[src/rtl/rfv_pkg.sv]
`timescale 1ns / 1ps
package rfv_pkg;
    // number format of all components
    localparam int FRAC      = 16;
    localparam int FIELD_W   = 18;
    localparam int THR_W     = 17;

    // internal widths
    localparam int WD_W      = 20;   // (w*d) >> FRAC
    localparam int WC_W      = 23;   // (w*c) >> FRAC
    localparam int RAD_A_W   = 44;   // det << FRAC
    localparam int RAD_B_W   = 62;   // |v|^2 after normalize
    localparam int V_W       = 31;   // normalized component, signed
    localparam int MAG_W     = 30;   // normalized magnitude
    localparam int Q_W       = 17;   // quotient bits
    localparam int NORM_STEPS = 5;   // shifts of 16, 8, 4, 2, 1

    // register map, decoded on paddr[2]
    localparam logic REG_TIR_THRESHOLD = 1'b0;
    localparam logic [THR_W-1:0] TIR_THRESHOLD_RST = 17'd1;

    typedef logic [2:0][V_W-1:0]     t_vec3;
    typedef logic [2:0][MAG_W-1:0]   t_mag3;

    typedef struct packed {
        logic                          tir;
        logic signed [WC_W-1:0]        wc;
        logic [2:0][FIELD_W-1:0]       n;
        logic [2:0][WD_W-1:0]          wd;
    } t_side_a;

    typedef struct packed {
        logic tir;
        logic zero;
    } t_flags;

    typedef struct packed {
        t_flags      flags;
        logic [2:0]  neg;
        t_mag3       mag;
    } t_side_b;

    typedef struct packed {
        t_flags      flags;
        logic [2:0]  neg;
    } t_side_d;

    typedef struct packed {
        logic signed [FIELD_W-1:0] x;
        logic signed [FIELD_W-1:0] y;
        logic signed [FIELD_W-1:0] z;
        logic                      tir;
    } t_result;
endpackage

[src/rtl/rfv_skid.sv]
`timescale 1ns / 1ps
// Output register plus one skid entry; o_ready is registered.
module rfv_skid (
    input  logic             i_clk,
    input  logic             i_rst_n,
    input  logic             i_valid,
    input  rfv_pkg::t_result i_data,
    output logic             o_ready,
    output logic             o_valid,
    output rfv_pkg::t_result o_data,
    input  logic             i_ready
);
    logic             r_o_valid;
    logic             r_s_valid;
    rfv_pkg::t_result r_o;
    rfv_pkg::t_result r_s;
    logic             push;
    logic             take;

    assign push = i_valid && !r_s_valid;
    assign take = r_o_valid && i_ready;

    always_ff @(posedge i_clk) begin
        if (!i_rst_n) begin
            r_o_valid <= 1'b0;
            r_s_valid <= 1'b0;
        end else if (r_s_valid) begin
            if (take) begin
                r_s_valid <= 1'b0;
            end
        end else if (!r_o_valid || take) begin
            r_o_valid <= push;
        end else if (push) begin
            r_s_valid <= 1'b1;
        end
    end

    always_ff @(posedge i_clk) begin
        if (r_s_valid) begin
            if (take) begin
                r_o <= r_s;
            end
        end else if (!r_o_valid || take) begin
            r_o <= i_data;
        end else begin
            r_s <= i_data;
        end
    end

    assign o_ready = !r_s_valid;
    assign o_valid = r_o_valid;
    assign o_data  = r_o;
endmodule

[config.mk]
export PLATFORM = sky130hd
export DESIGN_NAME = rfv_skid
export DESIGN_NICKNAME = d
export VERILOG_FILES = /design/src/rtl/rfv_pkg.sv /design/src/rtl/rfv_skid.sv
export SDC_FILE = /design/constraint.sdc
export NUM_CORES = 1
export LEC_CHECK = 0
export BUFFER_PORTS_ARGS = -buffer_cell sky130_fd_sc_hd__buf_4
export CAP_MARGIN = 20
export CORE_ASPECT_RATIO = 0.9
export CORE_UTILIZATION = 47
export CTS_CLUSTER_DIAMETER = 150
export DETAILED_ROUTE_END_ITERATION = 8
export PLACE_DENSITY = 0.75
export SYNTH_ARGS = -nofsm -noshare
export SYNTH_HDL_FRONTEND = slang
export SYNTH_SLANG_ARGS = --single-unit
[constraint.sdc]
create_clock -name i_clk -period 6 [get_ports i_clk]
set_input_delay 1.2 -clock i_clk [delete_from_list [all_inputs] [get_ports i_clk]]
set_output_delay 1.2 -clock i_clk [all_outputs]
set_load 0.05 [all_outputs]
==> out/metrics.cfg <==
[status]
outcome=complete, no violations

[synth]
syn-mean-instance-area_um2=23.65
ys_ff_latch=112
yosysTopAreaCell=edfxtp_1
yosysTopAreaCellShare=0.7591
synthCells=184
synth_area_leaders=edfxtp_1, mux2_4, buf_12
synth_warnings=0
synth.cell_area_um2=4352
syn-num-nets=243
yosysSeqAreaShare=0.7683
synth.distinct_cells=14

[setup_path]
r2r-start=r_s_valid$_SDFF_PN0_
crit_type=reg2out
worstSetupStartpointType=flop
cp_top_family=flip-flops
crit_end=o_valid
crit_cells=1
critPathRequiredTime_ns=4.80
worstRegToRegCells=3
worst-path-buf-inv=1
end_kind=output port
critPathSlowestCell=dfxtp_1
crit_fanout=6
critPathArrivalTime_ns=1.09
r2r_end=o_data[44]$_DFFE_PP_
r2r_slack_ns=4.01
critPathMaxStageDelay_ns=0.49
path_cells=buf_4
startpoint=o_valid$_SDFFE_PN0P_

[timing]
final.period_utilization=0.3819
clock_skew_ns=0.008032
layout_min_cycle_time_ns=2.291
tns_ns=0
setup_viol=0
hold_violations=0
clock.fmax_ghz=0.4364
max_slew.worst_pin.slew_ns=1.055
rsz0062_at_grt=false
maxSlewViolCount=0
slew_headroom=0.2967

[routing]
firstDrtPassIters=4
via_count=2035
via_per_inst=4.722
wl_per_cell_um=15.52
antenna_left=0
drc=0
routed_wl_um=6688
drtIter0Drc=90

[placed_design]
placed_area_um2=5291
dp_hpwl_um=4587
io_buffers=115
routabilityCongestion=0.6693
dpl.cell_count=415

[floorplanning]
die_area_um2=9648
dieHeight_um=93.29
core-area_um2=8768
die_w_um=103.4
io_pins=116
initial_utilization=0.4963
rows=32

[global_route]
gr-usage-all-layers=0.1428
gr-total-overflow=0
grt_pass1_wl_um=9963
grt_max_degree=61
antenna_found_initial=0
grt_pass1_vias=1975

[flow_run]
drv_cap=0

[layout]
diodes=0
fin_area_um2=5493
instances_no_fill=431
syn2layout_area_growth_pct=26.22
drive_gt1_frac=0.6186
nNetsFinal=366

[power_and_ir_drop]
ir_worst_vdd_mv=0.1862
power_leakage_nw=2.167
p_per_area_nw_per_um2=324.3
totalPowerFinal_w=0.001781

[cts]
postCtsSetupRepairBufs=0
clk_latency_ns=0.35
cts_resized=0
clockRootBuffer=clkbuf_8
postCtsHoldBufs=0
htreeDepth=3
cts_buffers=9
cts_tree=built
clockBufferDepth=2
clock_sinks=112
clkTransAtPathRegs_ns=0.10

[hold_path]
hold_class=reg2reg

-- power by group --
part,internal [W],leakage [nW],switching (W)
logic,0.000135,0.987,0.000242
clock network,0.000198,0.102,0.000244
registers,0.000941,1.08,0.0000208
-- placed cells by master, fill, tap and decap left out --
master,netlist,routed
o21ai_1,1,1
edfxtp_1,110,110
nand3b_1,1,1
o21ai_4,0,1
nor2b_1,1,1
and3b_1,1,1
nor3b_2,0,1
nand2_1,2,2
clkbuf_8,0,9
dfxtp_4,0,1
bufinv_16,0,1
clkinv_4,0,2
clkinv_1,0,1
a21oi_2,1,1
inv_6,0,3
inv_1,1,1
dfxtp_1,2,1
mux2_4,55,55
buf_4,0,119
-- cell usage after synthesis (all sizes together) --
| cell type | instances |
|---|---|
| nor3b | 1 |
| nand3b | 1 |
| o21ai | 2 |
| mux2 | 55 |
| nand2 | 2 |
| nor2b | 1 |
| dfxtp | 2 |
| and3b | 1 |
| a21oi | 1 |
| inv | 1 |
| edfxtp | 110 |
| buf | 7 |
-- layout make-up --
cell class                      instances  area [µm²]
Sequential cell                       112        3347
Fill cell                             651        3276
Multi-Input combinational cell         64       898.4
Timing Repair Buffer                  119       893.4
Tap cell                              119       148.9
Clock buffer                            9       123.9
Clock inverter                          7       77.57
Inverter                                1       3.754
-- sequential cells by signal (all words and copies together), names as in the netlist --
signal / flops
r_s_valid: 1
r_s: 55
o_valid: 1
o_data: 55
-- layer usage --
| layer | vias up | GRT usage | routed length [µm] |
|---|---|---|---|
| met5 | - | 0 | 0 |
| met1 | 969 | 0.1909 | 2921 |
| met4 | 0 | 0.04225 | 56 |
| met2 | 88 | 0.2180 | 3105 |
| met3 | 8 | 0.05306 | 604 |
| li1 | 970 | - | - |
-- cell families after synthesis --
logic type      count (synthesis)  share of synthesized area
mux                            55                     0.1898
buf+inv                         8                    0.02904
flops                         112                     0.7683
compound gates                  3                   0.004311
simple gates                    6                   0.008629
-- how the worst min path moves through the flow --
stage / from / cells past startpoint / end / slack (ns)
after floorplan: r_s[43]$_DFFE_PP_ / 1 / o_data[43]$_DFFE_PP_ / 0.53
after global placement: r_s[3]$_DFFE_PP_ / 1 / o_data[3]$_DFFE_PP_ / 0.53
after detailed placement: r_s[18]$_DFFE_PP_ / 1 / o_data[18]$_DFFE_PP_ / 0.53
after CTS: r_s[48]$_DFFE_PP_ / 1 / o_data[48]$_DFFE_PP_ / 0.56
after global routing: r_s[48]$_DFFE_PP_ / 1 / o_data[48]$_DFFE_PP_ / 0.56
final: r_s[48]$_DFFE_PP_ / 1 / o_data[48]$_DFFE_PP_ / 0.55
-- metrics by stage --
stage	setup WS [ns]	hold WS [ns]	utilization
2_1_floorplan	0.2379	0.5268	-
3_3_place_gp	3.545	0.5295	0.6035
3_5_place_dp	3.530	0.5346	0.6035
4_1_cts	3.680	0.5571	0.6264
5_1_grt	3.659	0.5625	0.6264
6_report	3.709	0.5537	0.6264
Power figures use the tool's default switching activity.
