File: config.mk
export PLATFORM = sky130hd
export DESIGN_NAME = rfv_sqrt
export DESIGN_NICKNAME = d
export VERILOG_FILES = /design/src/rtl/rfv_sqrt.sv
export SDC_FILE = /design/constraint.sdc
export NUM_CORES = 2
export LEC_CHECK = 0
export ABC_AREA = 0
export BUFFER_PORTS_ARGS = -buffer_cell sky130_fd_sc_hd__buf_2
export CAP_MARGIN = 5
export CELL_PAD_IN_SITES_DETAIL_PLACEMENT = 1
export CELL_PAD_IN_SITES_GLOBAL_PLACEMENT = 1
export CORE_MARGIN = 2
export CORE_UTILIZATION = 40
export CTS_CLUSTER_SIZE = 24
export DETAILED_ROUTE_END_ITERATION = 8
export PLACE_DENSITY_LB_ADDON = 0.1
export SETUP_SLACK_MARGIN = 0.4
export SLEW_MARGIN = 0
export SYNTH_ARGS = -nofsm -noshare
export SYNTH_HDL_FRONTEND = slang
export SYNTH_SLANG_ARGS = --single-unit
File: constraint.sdc
create_clock -name i_clk -period 6.4 [get_ports i_clk]
set_input_delay 1.28 -clock i_clk [delete_from_list [all_inputs] [get_ports i_clk]]
set_output_delay 1.28 -clock i_clk [all_outputs]
set_load 0.1 [all_outputs]
File: src/rtl/rfv_sqrt.sv
`timescale 1ns / 1ps
// Pipelined integer square root, one root bit per stage.
module rfv_sqrt #(
    parameter int RAD_W  = 44,
    parameter int SIDE_W = 1
) (
    input  logic                 i_clk,
    input  logic                 i_rst_n,
    input  logic                 i_en,
    input  logic                 i_valid,
    input  logic [RAD_W-1:0]     i_rad,
    input  logic [SIDE_W-1:0]    i_side,
    output logic                 o_valid,
    output logic [RAD_W/2-1:0]   o_root,
    output logic [SIDE_W-1:0]    o_side
);
    localparam int ROOT_W = RAD_W / 2;

    logic              r_vld  [ROOT_W];
    logic [RAD_W-1:0]  r_x    [ROOT_W];
    logic [RAD_W-1:0]  r_res  [ROOT_W];
    logic [SIDE_W-1:0] r_side [ROOT_W];

    for (genvar g = 0; g < ROOT_W; g++) begin : g_stage
        localparam logic [RAD_W:0] BIT = (RAD_W+1)'(1) << (RAD_W - 2 - 2*g);
        logic              cur_vld;
        logic [RAD_W-1:0]  cur_x;
        logic [RAD_W-1:0]  cur_res;
        logic [SIDE_W-1:0] cur_side;
        logic [RAD_W:0]    trial;
        logic              take;

        if (g == 0) begin : g_first
            assign cur_vld  = i_valid;
            assign cur_x    = i_rad;
            assign cur_res  = '0;
            assign cur_side = i_side;
        end else begin : g_next
            assign cur_vld  = r_vld[g-1];
            assign cur_x    = r_x[g-1];
            assign cur_res  = r_res[g-1];
            assign cur_side = r_side[g-1];
        end

        assign trial = {1'b0, cur_res} + BIT;
        assign take  = {1'b0, cur_x} >= trial;

        always_ff @(posedge i_clk) begin
            if (!i_rst_n) begin
                r_vld[g] <= 1'b0;
            end else if (i_en) begin
                r_vld[g] <= cur_vld;
            end
        end

        always_ff @(posedge i_clk) begin
            if (i_en) begin
                r_x[g]    <= take ? cur_x - trial[RAD_W-1:0] : cur_x;
                r_res[g]  <= take ? (cur_res >> 1) + BIT[RAD_W-1:0] : cur_res >> 1;
                r_side[g] <= cur_side;
            end
        end
    end

    assign o_valid = r_vld[ROOT_W-1];
    assign o_root  = r_res[ROOT_W-1][ROOT_W-1:0];
    assign o_side  = r_side[ROOT_W-1];
endmodule

==> flow_metrics.py <==
metrics = {
    "timing": {
        "fmax_mhz": 234,
        "finalCriticalPeriod_ns": 4.28,
        "rsz0062_at_grt": "false",
        "finalCritPeriodShare": 0.668,
        "slew_headroom": 0.262,
        "finalSetupViolations": 0,
        "holdWs_ns": 0.415,
        "setup_tns_ns": 0,
        "skew_ns": 0.0404,
        "hold_viol": 0,
        "worst_pin_slew_ns": 1.11,
        "drv_slew": 0,
        "timing.final.ws_setup_ns": 2.12,
    },
    "clock_network": {
        "cts_setup_buffers": 0,
        "cts_hold_buf": 0,
        "clk_path_buf_depth": 3,
        "cts_tree": "built",
        "cts_root_buf": "clkbuf_16",
        "insertion_delay_ns": 0.76,
        "cts_sinks": 1221,
        "clk_pin_slew_worst_paths_ns": 0.06,
        "post_cts_resized": 0,
        "cts_buffers": 140,
        "htreeDepth": 4,
    },
    "synthesis": {
        "synth_edf_count": 1220,
        "synth-async-reset-ratio": 0,
        "synthFlopType": "edfxtp_1",
        "syn-num-nets": 4729,
        "synth_area_um2": 57200,
        "synthCells": 4409,
        "synth-seq-cells": 1221,
        "ys_warn_count": 0,
        "synth_cell_types": 80,
        "syn_area_per_cell_um2": 13.0,
        "synth-seq-area-share": 0.641,
    },
    "global_routing": {
        "grt_max_degree": 142,
        "grt_use_total": 0.184,
        "grt_pass1_wl_mm": 210,
        "grt_pass1_vias": 36391,
        "grt_overflow": 0,
        "antenna_found_initial": 5,
    },
    "setup_path": {
        "slowest_delay_ns": 0.81,
        "crit_arrival_ns": 4.77,
        "timing.critical_path.buf_inv": 0,
        "required_ns": 6.90,
        "crit_slowest_cell": "or3_1",
        "crit_type": "flip-flop to flip-flop",
        "path_delay_family": "simple AND/OR/NAND/NOR gates",
        "end_kind": "flip-flop",
        "cp_max_fo": 28,
        "path_common_cell": "or4_1",
        "cp-start-kind": "flip-flop",
        "cp_cell_sequence": "or4_1 > or4_4 > or4_1 > or4_1 > or3_1 > or3b_1 > nor3_1 > xor2_1",
    },
    "power": {
        "leakagePower_nw": 24.1,
        "design_power_total_w": 0.0227,
        "vdd.ir_drop.worst_mv": 0.230,
        "powerDensity_nw_per_um2": 351,
    },
    "drt": {
        "vias_per_cell": 5.28,
        "drc": 0,
        "drtAntennaViolNets": 0,
        "drt-initial-drc-count": 2067,
        "dr_wl_met3_mm": 3.70,
        "num_vias": 34676,
        "wl_met1_mm": 59.7,
        "wl_per_cell_um": 20.4,
        "highest_layer": "met4",
        "wl_met2_mm": 68.1,
        "firstDrtPassIters": 5,
        "finalWirelength_mm": 134,
    },
    "layout": {
        "diodes": 0,
        "fin_nets": 4891,
        "area_delta_synth_final_pct": 13.2,
        "fin_util": 0.457,
        "post_route_cells_drive_above_1_share": 0.0745,
        "final_cell_mix": "1220 x edfxtp_1, 320 x inv_1, 271 x ha_1",
        "mostFrequentLayoutCell": "edfxtp_1",
    },
    "placement": {
        "routabilityCongestion": 0.839,
        "dpl_worst_slack_ns": 2.10,
        "dp_hpwl_mm": 100,
        "io_buffers": 72,
    },
    "floorplanning": {
        "die_h_um": 382,
        "rows": 138,
        "initial_utilization": 0.404,
        "dieArea_um2": 146000,
        "io_pins": 73,
        "core_um2": 142000,
        "die_w_um": 382,
    },
    "min_path": {
        "hold_path.class": "flip-flop to flip-flop",
    },
    "run_status": {
        "status": "complete, no violations",
    },
    "run": {
        "drv_cap": 0,
    },
}
-- path summary, 6_finish.rpt --
check | startpoint | cells after the start | end | slack, ns
hold reg to reg | r_side[3][3]$_DFFE_PP_ | 0 | r_side[4][0]$_DFFE_PP_ | 0.41
setup / recovery | r_x[1][122]$_DFFE_PP_ | 8 | r_x[1][167]$_DFFE_PP_ | 2.12
setup reg to reg | r_x[1][122]$_DFFE_PP_ | 8 | r_x[1][167]$_DFFE_PP_ | 2.12
hold / removal | r_side[3][3]$_DFFE_PP_ | 0 | r_side[4][0]$_DFFE_PP_ | 0.41
-- per-layer routing --
metal,track usage,up-vias
li1,-,16917
met1,0.235,17193
met2,0.326,383
met3,0.0260,183
met4,0.0485,0
met5,0,-
-- per-stage QoR --
step,std cells,area [µm²]
6_report,6573,64800
5_1_grt,6573,64800
4_1_cts,6573,64800
3_5_place_dp,6319,60000
3_3_place_gp,6319,60000
2_1_floorplan,4409,57200
-- Yosys cell counts, drive strengths merged (25+ instances only) --
master,n,area (µm²)
o21a,52,390
or4,41,312
nand2b,50,313
clkbuf,74,279
o31ai,34,255
a21o,85,638
nand3,84,420
xnor2,191,1670
nor2b,37,231
and3,39,244
or3,48,300
a21oi,224,1120
nor4,143,895
o21ai,222,1110
nand4,52,325
mux2,37,417
o211ai,25,188
ha,271,3390
edfxtp,1220,36600
nor4b,26,228
nand2,269,1010
nor3,123,616
inv,331,1240
nor2,244,916
xor2,191,1670
-- state kept, by name, indices dropped and copies added, names as in the netlist --
| name | flops |
|---|---|
| r_x | 924 |
| r_res | 253 |
| r_side | 22 |
| r_vld | 22 |
-- cell type report --
| class | instances | area, µm² |
|---|---|---|
| flip-flops and latches | 1221 | 36700 |
| clock buffers | 164 | 3610 |
| well taps | 1890 | 2360 |
| inverters | 331 | 1240 |
| repair buffers | 101 | 701 |
| multi-input cells | 2776 | 19000 |
| clock inverters | 90 | 1170 |
| fillers | 14388 | 77000 |
-- logic make-up (layout without fill, tap and decap cells) --
| group | after synthesis | in the layout | synth area share |
|---|---|---|---|
| and+or+nand+nor | 1272 | 1272 | 0.117 |
| DFF | 1221 | 1221 | 0.641 |
| AOI/OAI and AO/OA | 803 | 803 | 0.0877 |
| buffers and inverters | 412 | 686 | 0.0273 |
| xor gates and xnor gates | 382 | 382 | 0.0585 |
| adders and majority gates | 271 | 271 | 0.0593 |
| muxes | 48 | 48 | 0.00921 |
-- power by group --
| group | total [W] | switching [W] | internal, W |
|---|---|---|---|
| registers | 0.0108 | 0.000781 | 0.0100 |
| clock network | 0.00821 | 0.00340 | 0.00481 |
| logic | 0.00373 | 0.00219 | 0.00153 |
| total | 0.0227 | 0.00637 | 0.0164 |
Note: power is estimated with default switching activity, not from simulation.
