[config.mk]
export PLATFORM = sky130hd
export DESIGN_NAME = rfv_norm
export DESIGN_NICKNAME = d
export VERILOG_FILES = /design/src/rtl/rfv_pkg.sv /design/src/rtl/rfv_norm.sv
export SDC_FILE = /design/constraint.sdc
export NUM_CORES = 1
export LEC_CHECK = 0
export ABC_AREA = 1
export BUFFER_PORTS_ARGS = -buffer_cell sky130_fd_sc_hd__buf_2
export CAP_MARGIN = 25
export CORE_UTILIZATION = 50
export CTS_CLUSTER_DIAMETER = 100
export DETAILED_ROUTE_END_ITERATION = 12
export HOLD_SLACK_MARGIN = 0.02
export PLACE_DENSITY = 0.7
export SLEW_MARGIN = 20
export SYNTH_ARGS = -nofsm -noshare
export SYNTH_HDL_FRONTEND = slang
export SYNTH_SLANG_ARGS = --single-unit
[constraint.sdc]
create_clock -name i_clk -period 4.6 [get_ports i_clk]
set_clock_uncertainty 0.1 [all_clocks]
set_input_delay 0.46 -clock i_clk [delete_from_list [all_inputs] [get_ports i_clk]]
set_output_delay 0.46 -clock i_clk [all_outputs]
set_load 0.01 [all_outputs]
[src/rtl/rfv_pkg.sv]
`timescale 1ns / 1ps
package rfv_pkg;
    // number format of all components
    localparam int FRAC      = 16;
    localparam int FIELD_W   = 18;
    localparam int THR_W     = 17;

    // internal widths
    localparam int WD_W      = 20;   // (w*d) >> FRAC
    localparam int WC_W      = 23;   // (w*c) >> FRAC
    localparam int RAD_A_W   = 44;   // det << FRAC
    localparam int RAD_B_W   = 62;   // |v|^2 after normalize
    localparam int V_W       = 31;   // normalized component, signed
    localparam int MAG_W     = 30;   // normalized magnitude
    localparam int Q_W       = 17;   // quotient bits
    localparam int NORM_STEPS = 5;   // shifts of 16, 8, 4, 2, 1

    // register map, decoded on paddr[2]
    localparam logic REG_TIR_THRESHOLD = 1'b0;
    localparam logic [THR_W-1:0] TIR_THRESHOLD_RST = 17'd1;

    typedef logic [2:0][V_W-1:0]     t_vec3;
    typedef logic [2:0][MAG_W-1:0]   t_mag3;

    typedef struct packed {
        logic                          tir;
        logic signed [WC_W-1:0]        wc;
        logic [2:0][FIELD_W-1:0]       n;
        logic [2:0][WD_W-1:0]          wd;
    } t_side_a;

    typedef struct packed {
        logic tir;
        logic zero;
    } t_flags;

    typedef struct packed {
        t_flags      flags;
        logic [2:0]  neg;
        t_mag3       mag;
    } t_side_b;

    typedef struct packed {
        t_flags      flags;
        logic [2:0]  neg;
    } t_side_d;

    typedef struct packed {
        logic signed [FIELD_W-1:0] x;
        logic signed [FIELD_W-1:0] y;
        logic signed [FIELD_W-1:0] z;
        logic                      tir;
    } t_result;
endpackage

[src/rtl/rfv_norm.sv]
`timescale 1ns / 1ps
// Leading-zero normalize: shift by 16, 8, 4, 2, 1 until the max magnitude
// has its top bit set.
module rfv_norm (
    input  logic            i_clk,
    input  logic            i_rst_n,
    input  logic            i_en,
    input  logic            i_valid,
    input  rfv_pkg::t_vec3  i_v,
    input  logic [rfv_pkg::MAG_W-1:0] i_m,
    input  rfv_pkg::t_flags i_flags,
    output logic            o_valid,
    output rfv_pkg::t_vec3  o_v,
    output rfv_pkg::t_flags o_flags
);
    import rfv_pkg::*;

    logic             r_vld   [NORM_STEPS];
    t_vec3            r_v     [NORM_STEPS];
    logic [MAG_W-1:0] r_m     [NORM_STEPS];
    t_flags           r_flags [NORM_STEPS];

    for (genvar g = 0; g < NORM_STEPS; g++) begin : g_stage
        localparam int SH = 1 << (NORM_STEPS - 1 - g);
        logic             cur_vld;
        t_vec3            cur_v;
        logic [MAG_W-1:0] cur_m;
        t_flags           cur_flags;
        logic             shift;

        if (g == 0) begin : g_first
            assign cur_vld   = i_valid;
            assign cur_v     = i_v;
            assign cur_m     = i_m;
            assign cur_flags = i_flags;
        end else begin : g_next
            assign cur_vld   = r_vld[g-1];
            assign cur_v     = r_v[g-1];
            assign cur_m     = r_m[g-1];
            assign cur_flags = r_flags[g-1];
        end

        assign shift = (cur_m[MAG_W-1 -: SH] == '0);

        always_ff @(posedge i_clk) begin
            if (!i_rst_n) begin
                r_vld[g] <= 1'b0;
            end else if (i_en) begin
                r_vld[g] <= cur_vld;
            end
        end

        always_ff @(posedge i_clk) begin
            if (i_en) begin
                for (int l = 0; l < 3; l++) begin
                    r_v[g][l] <= shift ? cur_v[l] << SH : cur_v[l];
                end
                r_m[g]     <= shift ? cur_m << SH : cur_m;
                r_flags[g] <= cur_flags;
            end
        end
    end

    assign o_valid = r_vld[NORM_STEPS-1];
    assign o_v     = r_v[NORM_STEPS-1];
    assign o_flags = r_flags[NORM_STEPS-1];
endmodule

==> out/summary.md, run 1 <==
After clock tree synthesis, the clock-pin slew on the worst setup and hold paths is 0.06 ns. Once detail routing completed, the nets flagged for antenna violations numbered 0. The delay of the slowest critical-path stage was 0.69 ns; the final critical-path share of the clock period was 55.10%. The final instance count without filler cells is 2,623. For the total number of nets in the final design, the log shows 2,181. The width of the die came out at 207.2 um. In the final timing run, aggregate negative setup slack is 0 ns. The type of the worst setup path was register to register. The highest clock frequency the design can meet is 394.5 MHz, and the area growth from synthesis to layout is 15.11%. The core area came out at 41,200 um^2.

Entering global routing, the biggest net connects 180 pins. For the worst slack on hold paths, the log shows 0.05234 ns. The flow ran to the end, and the final reports show no timing, DRC or antenna violations. At the end of routability-driven placement, the weighted congestion stood at 0.8121.

Summed over all layers, the global routing overflow is 0. The routed layout has 12,940 vias. The number of remaining DRC errors came out at 0. The run gives 0 as the count of final max-slew check failures.

Counting every instance in the synthesized netlist gives 1,858. In this run the deepest clock path goes through 3 buffers. For the leakage power summed over all cells, the log shows 9.898 nW. Dividing total power by cell area gives a power density of 421.4 nW/um^2. In the final layout, the multi-input gates occupy 4766 um^2.

Setup violations remaining at the end of the flow were counted as 0. Of all nets on the critical path, the largest fanout is 70. The kind of cell with the highest combined delay along the critical path is simple AND/OR/NAND/NOR gates. Setup repair after global routing left no endpoint under its margin.

For the finished layout, the period the worst path requires is 2.535 ns. The worst min-delay path class is primary input to register. The layout has 3,380 filler cells. The number of buffers and inverters on the critical path is 2. Of the total power, the share spent switching nets is 22.03%. Headroom to the max-slew limit came out at 38.99%. The number of nets handed over by synthesis was 1,987.

The average instance area after synthesis was 11.33 um^2; the post-synthesis instance area was 21,050 um^2. Summed over its instances, the top area cell type makes up 72.04% of the synthesized netlist area. The starting utilization of the core area came out at 51.09%. The endpoint kind of the worst setup timing path is a register. Synthesis inferred 506 register bits.

The run gives 22,620 um^2 as the cell area reported after detailed placement. Pin placement for this block handled 225 I/O pins. The average via count per standard cell is 4.933. The first global-routing pass estimated 63,090 um of wire. The wire length after detailed routing came out at 39,160 um. The later pin in the worst-skew pair is clocked with a latency of 0.58 ns. The detailed router put a total of 20,490 um of wire on met1. Cells with a size suffix above 1 make up 15.49% of the layout.

At the pin with the least slew margin, the transition time is 0.9131 ns. Walking the worst path, the cells encountered are nor2_1 -> nand3_2 -> buf_4 -> nor2_8 -> buf_4 -> nor2_1. After detailed placement, the design holds a cell count of 2,525.

Summing all non-filler instances in the final layout gives an area of 24,230 um^2. The wire-length estimate of the detail-placed layout is 26,810 um. The nature of the critical path startpoint is a register. Library cell occupying the most area in the post-synthesis netlist: sky130_fd_sc_hd__edfxtp_1. For this design the total switching power over the nets is 2.249 mW. In the final layout, flip-flops and latches occupy 15,180 um^2. The cell sitting at the root of the clock tree is a sky130_fd_sc_hd__clkbuf_16.

The logs give 72.14% for the sequential area share after synthesis and 2358 um for the detailed route wirelength on metal3. The overall die height is 207.2 um. Across every metal layer, demand over resource in global routing totals 18.27%. Leaving out fill and tap cells, the most frequent cells in the layout are 546 x sky130_fd_sc_hd__nand2_1, 505 x sky130_fd_sc_hd__edfxtp_1, 223 x sky130_fd_sc_hd__buf_2, 177 x sky130_fd_sc_hd__o21ai_0, 164 x sky130_fd_sc_hd__inv_1. VDD sags by at most 249.1 uV.

For this run, the number of Yosys warnings is 0. The run gives 4.82 ns as the endpoint required time on the critical path. Level count of the clock H-tree: 2. The run gives 0 as the final hold violation count. The internal portion of the total power is 7.962 mW.

The most common cell after layout, fill and taps aside is sky130_fd_sc_hd__nand2_1. Yosys attributes the largest share of cell area to sky130_fd_sc_hd__edfxtp_1 72%, sky130_fd_sc_hd__nand2_1 9.7%, sky130_fd_sc_hd__o21ai_0 4.2%, sky130_fd_sc_hd__inv_1 2.9%, sky130_fd_sc_hd__nor2_1 2.6%. After the first detailed-routing iteration, the DRC count stood at 981. Dividing the detail-routed wire length by the instance count gives 14.93 um.

The uppermost layer routed was met4. The initial antenna violation count was 0. Clock tree synthesis inserted a total of 52 buffers. For the post-CTS resize count, the log shows 0. The via count of the first global-routing pass is 11,884, and the fraction of power consumed by the clock network is 37.5%. The number of setup buffers added after CTS is 0.

After synthesis, the netlist uses 20 different library cells. The number of maximum-capacitance constraint violations is 0, and the number of standard-cell rows in the floorplan is 74. For the area of the die, the log shows 42,920 um^2.

The count of inserted antenna diode cells came out at 0. The slowest stage of the critical path belongs to the cell sky130_fd_sc_hd__nor2_8. The number of detailed-routing iterations run before antenna repair was 5; the number of buffers inserted by port buffering was 224. After layout, the design draws a total of 10.21 mW. TritonCTS built the clock tree. The run gives 2.76 ns as the arrival time of data at the critical path endpoint.

The routed design uses 15,490 um of met2 wire. In this run, the combinational gates consume 7.1% of the power. Of the total power, registers draw 55.4%. For the CTS sink count, the log shows 506.
## metrics by stage
stage | utilization (%) | setup WS [ns]
floorplan | - | 3.011
global placement | 54.89 | 2.195
detailed placement | 54.90 | 2.084
CTS | 58.74 | 2.084
global route | 58.81 | 1.876
finish | 58.81 | 2.065
## layer usage
| layer | global-route usage [%] | vias to the layer above |
|---|---|---|
| met5 | 0 | - |
| met4 | 5.430 | 0 |
| met3 | 3.684 | 72 |
| met2 | 24.64 | 422 |
| met1 | 29.52 | 5788 |
| li1 | - | 6658 |
## repair_timing
| action | 4_1_cts | 5_1_grt |
|---|---|---|
| hold buffers | 4 | 0 |
| endpoints found under the hold margin | 4 | 0 |
| setup endpoints to repair | 0 | 0 |
## tightest hold or removal path, cell delays in order
cell and delay [ns]:
sky130_fd_sc_hd__buf_2 0.08, sky130_fd_sc_hd__nand2_1 0.05, sky130_fd_sc_hd__nand2_1 0.05
## cell families after synthesis
family | Yosys count | synth area share [%]
DFF | 506 | 72.14
muxes | 8 | 0.4280
AOI/OAI and AO/OA | 314 | 8.060
and+or+nand+nor | 756 | 14.06
buffers and inverters | 274 | 5.314
## power by group through the flow
stage | sequential (mW) | clock, mW | combinational (mW)
2_1_floorplan | 5.73 | 0 | 0.351
3_3_place_gp | 5.74 | 0 | 0.707
3_5_place_dp | 5.75 | 0 | 0.723
4_1_cts | 5.66 | 3.92 | 0.729
5_1_grt | 5.69 | 4.09 | 0.822
6_report | 5.65 | 3.83 | 0.724
## synth_stat cells (all sizes together)
library cell and count:
nand2 546, edfxtp 505, o21ai 179, inv 165, nor2 146, a21oi 85
buf 65, nand3 64, a21boi 48, clkbuf 44, mux2 8, a21o 2
dfxtp 1
## path summary, 6_finish.rpt
check | startpoint | end | slack [ns] | cells past startpoint
worst max-delay path | r_m[0][26] | r_v[1][63] | 2.07 | 6
worst min-delay path | i_v[57] | r_v[0][57] | 0.05 | 3
worst max register to register | r_m[0][26] | r_v[1][63] | 2.07 | 6
worst min register to register | r_flags[0][0] | r_flags[1][0] | 0.32 | 0
## cell type report
cell class	count	area share (%)
sequential	506	62.67
multi-input combinational	1078	19.67
timing repair buffer	249	5.980
clock buffer	71	5.665
tap	532	2.747
inverter	165	2.566
clock inverter	22	0.7023
## registers in the layout, indices dropped and copies added (netlist names)
| register | cells |
|---|---|
| r_v | 465 |
| r_vld | 5 |
| r_flags | 10 |
| r_m | 26 |
(Power assumes the default switching activity.)
==> run 2, diff against run 1 <==
Clock period 4.6 ns to 2.4 ns, I/O delays scaled along.
==> run 2 against run 1 <==
Compared with the run above: clock power grew 89%; highest routed layer unchanged; critical endpoint is now r_v[0][25]; register-to-register slack got worse by 1.4 ns; largest cell class unchanged; via count rose by 7.7%; non-clock buffer count is 186 higher.
==> out/summary.md, run 2 (synthesis gave the netlist of run 1 again) <==
Endpoint kind of the worst setup timing path: a register. The area of the die came out at 42,920 um^2 (unchanged). Worst min-delay path class: primary input to register.

The logs give 0 ns (unchanged) for the post-route setup TNS and 0 (unchanged) for the final hold violation count. The most common cell after layout, fill and taps aside was sky130_fd_sc_hd__nand2_1. The overall die height came out at 207.2 um (unchanged). The run gives 51.09% (unchanged) as the starting utilization of the core area. The met2 track demand over resource in global routing is 29.24% (+4.6 points), and the worst-path maximum fanout is 45 (-36%). Worst setup slack before clock tree synthesis: 0.6043 ns (-1.480 ns).

The initial antenna violation count was 1 (+1). The flow ran to the end, and the final reports show no timing, DRC or antenna violations. r_v holds more flip-flops than any other register. All-layer global routing usage: 20.09% (+1.8 points). The average via count per standard cell came out at 4.972 (+0.78%). The slew at the pin with the worst max-slew slack came out at 0.8370 ns (-0.07607 ns). met1 is the most crowded layer. For the post-route cell area, the log shows 26,060 um^2 (+7.5%). The largest registers in the layout are r_v: 465 flops, r_m: 26 flops, r_flags: 10 flops. The peak supply drop was 468.4 uV (+88%); the area taken by flip-flops and latches was 15,180 um^2 (unchanged). The tools report the estimated wirelength of the detail-placed design as 27,020 um (+0.77%). The logs give 2.62 ns (-2.20 ns) for the endpoint required time on the critical path and 0 (unchanged) for the number of setup buffers added after CTS. The final-layout fill cell count is 3,115 (-7.8%), and the number of buffers inserted by port buffering is 224 (unchanged).

Width of the die: 207.2 um (unchanged). The fraction of final layout cells sized beyond drive strength 1 was 15.03% (-0.47 points); the core area was 41,200 um^2 (unchanged). The run gives 22,830 um^2 (+0.95%) as the cell area reported after detailed placement.

The worst setup path is launched from a primary input. The count of final max-slew check failures came out at 0 (unchanged). The clock network latency to the later pin of the worst-skew pair was 0.58 ns (about the same).

The highest clock frequency the design can meet was 434.5 MHz; the mean routed wirelength per cell was 15.23 um (+2.0%). The core utilization of the finished layout is 63.24% (+4.4 points). The run gives 3 (unchanged) as the maximum number of buffers from clock root to sink. The total power per unit cell area came out at 755.7 nW/um^2 (+79%).

The run gives 0.09859 ns (-1.967 ns) as the minimum setup slack in the final design. The setup-violating endpoint count in the final report is 0 (unchanged). Level count of the clock H-tree: 2 (unchanged). The tools report the power consumption as 19.69 mW (+93%). The library cells used most frequently in the layout, excluding fill and tap cells, are 546 x sky130_fd_sc_hd__nand2_1, 505 x sky130_fd_sc_hd__edfxtp_1, 223 x sky130_fd_sc_hd__buf_2, 177 x sky130_fd_sc_hd__o21ai_0, 172 x sky130_fd_sc_hd__dlygate4sd3_1. The run gives 0.7953 (-2.1%) as the final RePlAce weighted congestion. The leakage power summed over all cells was 10.69 nW (+8.0%); the number of remaining DRC errors was 0 (unchanged).

For the final instance count without filler cells, the log shows 2,802 (+6.8%). The flip-flop count of the largest register after layout is 465 (unchanged), and the post-CTS resize count is 0 (unchanged). Post-detailed-route count of antenna-violating nets: 0 (unchanged). Setup repair after global routing left no endpoint under its margin. The root buffer cell chosen for the clock tree is sky130_fd_sc_hd__clkbuf_16.

The total number of nets in the final design came out at 2,365 (+8.4%). The area growth from synthesis to layout is 23.79%. The global-route wire length before repair was 69,090 um (+9.5%); the number of standard-cell rows in the floorplan was 74 (unchanged).

The run gives 0.3008 ns (+0.2485 ns) as the worst slack on hold paths. The logs give 506 (unchanged) for the CTS sink count and 104 (-42%) for the maximum number of pins on one net before global-route repair. The arrival time of data at the critical path endpoint was 2.52 ns (-0.24 ns); the final critical path time including I/O delays and setup was 2.301 ns. The aggregate global routing overflow was 0 (unchanged).

The via count of the first global-routing pass was 13,228 (+11%). The number of buffers inserted during clock tree synthesis is 50 (-3.8%), and the post-CTS clock slew at the launch and capture registers of the worst setup and hold paths is 0.06 ns (about the same). The run gives 4.381% (+0.70 points) as the routing usage on met3.

The worst slew slack as a fraction of its limit was 44.20% (+5.2 points); the number of top-level pins was 225 (unchanged). The DRC violation total after the first TritonRoute iteration is 1,210 (+23%). The number of detailed-routing iterations run before antenna repair is 7 (+2). The type of the worst setup path is primary input to register.

The via total after detailed routing was 13,931 (+7.7%). The tools report the wire length after detailed routing as 42,690 um (+9.0%). The area of combinational cells with multiple inputs came out at 4766 um^2 (unchanged). TritonCTS built the clock tree. Number of maximum-capacitance constraint violations: 0 (unchanged). The worst path uses 95.89% of the clock period.

The met1 usage is 30.20% (+0.68 points). Number of placed instances with taps included: 2,544 (+0.75%).
==> run 2: cell types whose count changed in the layout (fill, tap and decap cells not counted), moves of 6 or more <==
cell and change:
sky130_fd_sc_hd__buf_12 +6, sky130_fd_sc_hd__dlygate4sd3_1 +168, sky130_fd_sc_hd__clkbuf_1 -7, sky130_fd_sc_hd__buf_4 +13
==> run 2: path summary, 6_finish.rpt <==
kind / start / end / slack, ns / cells after the start
max: i_m[18] / r_v[0][25] / 0.1 / 10
min: i_flags[1] / r_flags[0][1] / 0.30 / 2
max reg2reg: r_m[0][57] / r_v[2][35] / 0.63 / 4
min reg2reg: r_flags[2][1] / r_flags[3][1] / 0.32 / 0
==> run 2: critical path: stages <==
cell,delay [ns]
sky130_fd_sc_hd__dlygate4sd3_1,0.55
sky130_fd_sc_hd__buf_2,0.15
sky130_fd_sc_hd__nor2_1,0.12
sky130_fd_sc_hd__nand2_1,0.12
sky130_fd_sc_hd__nor2_4,0.17
sky130_fd_sc_hd__nand2_1,0.08
sky130_fd_sc_hd__buf_4,0.29
sky130_fd_sc_hd__nand2_1,0.17
sky130_fd_sc_hd__nand2_1,0.07
sky130_fd_sc_hd__dlygate4sd3_1,0.55
==> run 2: metal layers <==
metal | vias up | wire length [um]
met5 | - | 0
met4 | 0 | 1040
met3 | 85 | 2940
met2 | 527 | 18040
met1 | 6295 | 20660
li1 | 7024 | -
==> run 2: power by group <==
| group | leakage [nW] | total (mW) | internal, mW | switching (mW) |
|---|---|---|---|---|
| Sequential | 4.96 | 10.8 | 10.6 | 0.274 |
| Clock | 0.730 | 7.22 | 4.18 | 3.04 |
| Combinational | 4.99 | 1.63 | 0.689 | 0.946 |
==> run 2: repair_timing <==
item / CTS / global route
hold buffers: 172 / 0
endpoints found under the setup margin: 0 / 0
endpoints found under the hold margin: 143 / 0
==> run 2: layout make-up <==
cell class                 instances  share of cell area (%)
multi-input combinational       1078                   18.29
timing repair buffer             435                   12.74
inverter                         165                   2.377
sequential                       506                   58.27
tap                              532                   2.554
clock inverter                    22                  0.6818
clock buffer                      63                   5.071
antenna                            1                0.009603
==> run 3, diff against run 2 <==
Settings changed: CELL_PAD_IN_SITES_DETAIL_PLACEMENT from default to 0, CELL_PAD_IN_SITES_GLOBAL_PLACEMENT from default to 1, CORE_UTILIZATION 50 to 45, PLACE_DENSITY 0.7 to default, PLACE_DENSITY_LB_ADDON from default to 0.1.
==> run 3 against run 2 <==
Compared with the run above: non-clock buffer count is 2 lower; first-iteration DRC count shrank 26%; critical path depth unchanged; worst hold slack worse by 0.044 ns; worst setup slack improved by 0.18 ns; die area up 11%; routed wire length up 0.17%; combinational power about the same; maximum frequency rose by 8.3%; cell count is 2.7% higher; critical path type unchanged; largest cell class unchanged.
==> out/summary.md, run 3 (synthesis gave the netlist of run 1 again) <==
The flow ran to the end, and the final reports show no timing, DRC or antenna violations. The tools report the number of detailed-routing iterations run before antenna repair as 5 (-2). Setup repair after global routing left no endpoint under its margin.

Grouping stages by cell kind, the critical path spends the most delay in buffers and inverters. The starting utilization of the core area is 45.99% (-5.1 points), and the DRC violation total after the first TritonRoute iteration is 890 (-26%). The final critical path time including I/O delays and setup came out at 2.125 ns (-0.1760 ns).

The maximum number of pins on one net before global-route repair is 108 (+3.8%). The most common cell after layout, fill and taps aside was sky130_fd_sc_hd__nand2_1. The number of buffers inserted by port buffering was 224 (unchanged). The total power per unit cell area came out at 790.0 nW/um^2 (+4.5%).

The endpoint required time on the critical path came out at 2.65 ns (+0.03 ns). The CTS sink count was 506 (unchanged). The clock network latency to the later pin of the worst-skew pair is 0.60 ns (+0.02 ns), and the arrival time of data at the critical path endpoint is 2.38 ns (-0.14 ns). The area growth from synthesis to layout came out at 25.55%. The number of setup buffers added after CTS is 0 (unchanged). The post-CTS clock slew at the launch and capture registers of the worst setup and hold paths is 0.07 ns (about the same). The maximum number of buffers from clock root to sink was 3 (unchanged); the number of top-level pins was 225 (unchanged).

The tools report the clock tree root driver cell as sky130_fd_sc_hd__clkbuf_16. Wire length after detailed routing: 42,760 um (+0.17%). The worst setup path is launched from a primary input. The post-detailed-route count of antenna-violating nets was 0 (unchanged); the mean routed wirelength per cell was 14.85 um (-2.5%).

The net switching component of the power came out at 4.507 mW (+5.8%). The final critical-path share of the clock period came out at 88.56% (-7.3 points). The core utilization of the finished layout came out at 57.74% (-5.5 points). The switching power as a share of total power was 21.59% (-0.041 points). The worst slew slack as a fraction of its limit was 43.42% (-0.78 points); the worst-path maximum fanout was 45 (unchanged). The number of buffers inserted during clock tree synthesis was 53 (+6.0%); the relative contribution of sequential cells to total power was 51.9% (-3.1 points). The post-route setup TNS came out at 0 ns (unchanged).

Slew at the pin with the worst max-slew slack: 0.8487 ns (+0.01170 ns). The number of maximum-capacitance constraint violations is 0 (unchanged). The global-route wire length before repair is 68,710 um (-0.55%).

The via total after detailed routing came out at 13,522 (-2.9%). The tools report the initial antenna violation count as 0 (-1). Via count of the first global-routing pass: 12,700 (-4.0%).

The library cell contributing the largest single delay on the critical path was sky130_fd_sc_hd__dlygate4sd3_1. For the count of inserted antenna diode cells, the log shows 0 (-1). TritonCTS built the clock tree.

Aggregate global routing overflow: 0 (unchanged). The signal on the critical path passes through dlygate4sd3_1 -> buf_2 -> nor2_1 -> nand2_1 -> nor2_4 -> nand2_1 -> buf_4 -> nand2_1 -> nand2_1 -> dlygate4sd3_1. The average via count per standard cell came out at 4.697 (-5.5%).

Leaving out fill and tap cells, the most frequent cells in the layout are 546 x sky130_fd_sc_hd__nand2_1, 505 x sky130_fd_sc_hd__edfxtp_1, 223 x sky130_fd_sc_hd__buf_2, 177 x sky130_fd_sc_hd__o21ai_0, 172 x sky130_fd_sc_hd__dlygate4sd3_1. The estimated wirelength of the detail-placed design was 28,210 um (+4.4%); the overall die height was 218.3 um (+5.4%). Highest clock frequency the design can meet: 470.5 MHz (+8.3%). The largest registers in the layout are r_v: 465 flops, r_m: 26 flops, r_flags: 10 flops. The tools report the share of total power in combinational logic as 7.7% (-0.6 points). By instance count, the cell type seen most on the critical path is sky130_fd_sc_hd__nand2_1. The fraction of final layout cells sized beyond drive strength 1 was 15.53% (+0.50 points).

The post-CTS resize count came out at 0 (unchanged). The delay of the slowest critical-path stage works out to 0.57 ns (+0.02 ns). The tools report the number of remaining DRC errors as 0 (unchanged).

The flip-flop count of the largest register after layout was 465 (unchanged). The total buffers and inverters traversed by the critical path is 4 (unchanged). Final RePlAce weighted congestion: 0.7994 (+0.52%). The level count of the clock H-tree is 2 (unchanged). The area of the die is 47,640 um^2 (+11%), and the total number of nets in the final design is 2,366 (+0.042%).

The logs give 0 (unchanged) for the final hold violation count and 535.0 uV (+14%) for the peak supply drop. The tightest min-delay check is of the primary input to register type. The logs give 45,770 um^2 (+11%) for the core area and 0 (unchanged) for the setup-violating endpoint count in the final report.

The count of final max-slew check failures is 0 (unchanged). More flip-flops sit in one register than any other, and that register is r_v. For the fraction of power consumed by the clock network, the log shows 40.3% (+3.6 points). Width of the die: 218.3 um (+5.4%). The type of the worst setup path was primary input to register. All-layer global routing usage: 18.16% (-1.9 points). For the leakage power summed over all cells, the log shows 10.83 nW (+1.3%). The worst setup path is captured at a register. The logs give 16.37 mW (+6.1%) for the cell internal power dissipation and 78 (+5.4%) for the number of standard-cell rows in the floorplan.
==> run 3: path summary, 6_finish.rpt <==
kind | startpoint | to | slack, ns | cells past startpoint
setup / recovery | i_m[15] | r_v[0][20] | 0.27 | 10
hold / removal | i_flags[0] | r_flags[0][0] | 0.26 | 2
setup reg to reg | r_m[0][57] | r_v[2][38] | 0.64 | 4
hold reg to reg | r_flags[1][0] | r_flags[2][0] | 0.32 | 0
==> run 3: worst reg2reg max path: cells and delay by family, from the launching register on <==
| kind | cells | cell delay [ns] |
|---|---|---|
| and+or+nand+nor | 2 | 0.16 |
| DFF | 1 | 0.37 |
| AOI/OAI and AO/OA | 1 | 0.21 |
| buffers and inverters | 1 | 0.66 |
==> run 3: metal layers <==
layer | global-route usage (%) | routed length [um] | up-vias
li1 | - | - | 7030
met1 | 29.39 | 22520 | 6061
met2 | 24.20 | 16960 | 354
met3 | 3.549 | 2278 | 77
met4 | 5.548 | 999 | 0
met5 | 0 | 0 | -
==> run 3: final cells by class <==
cell class,instances,area [um^2]
multi-input combinational,1078,4766
clock buffer,61,1356
inverter,165,619.3
fill,3856,19340
timing repair buffer,433,3306
sequential,506,15180
clock inverter,36,444.2
tap,600,750.7
==> run 3: timing repair <==
item                                    CTS  global route
hold buffers                            172             0
endpoints found under the hold margin   131             0
endpoints found under the setup margin    0             0
==> run 3: power by group through the flow <==
stage	clock network, mW	registers [mW]	logic [mW]
6_report	8.42	10.8	1.62
5_1_grt	8.97	10.9	1.83
4_1_cts	8.63	10.9	1.63
3_5_place_dp	0	11.0	1.42
3_3_place_gp	0	11.0	1.40
2_1_floorplan	0	11.0	0.672
==> run 3: metrics by stage <==
stage / instance area [um^2] / hold slack (ns) / std cells / power, mW / setup slack [ns]
4_1_cts: 26430 / 0.2187 / 2879 / 21.12 / 0.3041
6_report: 26430 / 0.2570 / 2879 / 20.88 / 0.2746
3_3_place_gp: 22900 / 0.3043 / 2610 / 12.43 / 0.6376
2_1_floorplan: 21050 / 0.2389 / 1858 / 11.66 / 0.8443
5_1_grt: 26430 / 0.2278 / 2879 / 21.71 / 0.1545
3_5_place_dp: 22900 / 0.3128 / 2610 / 12.45 / 0.5919
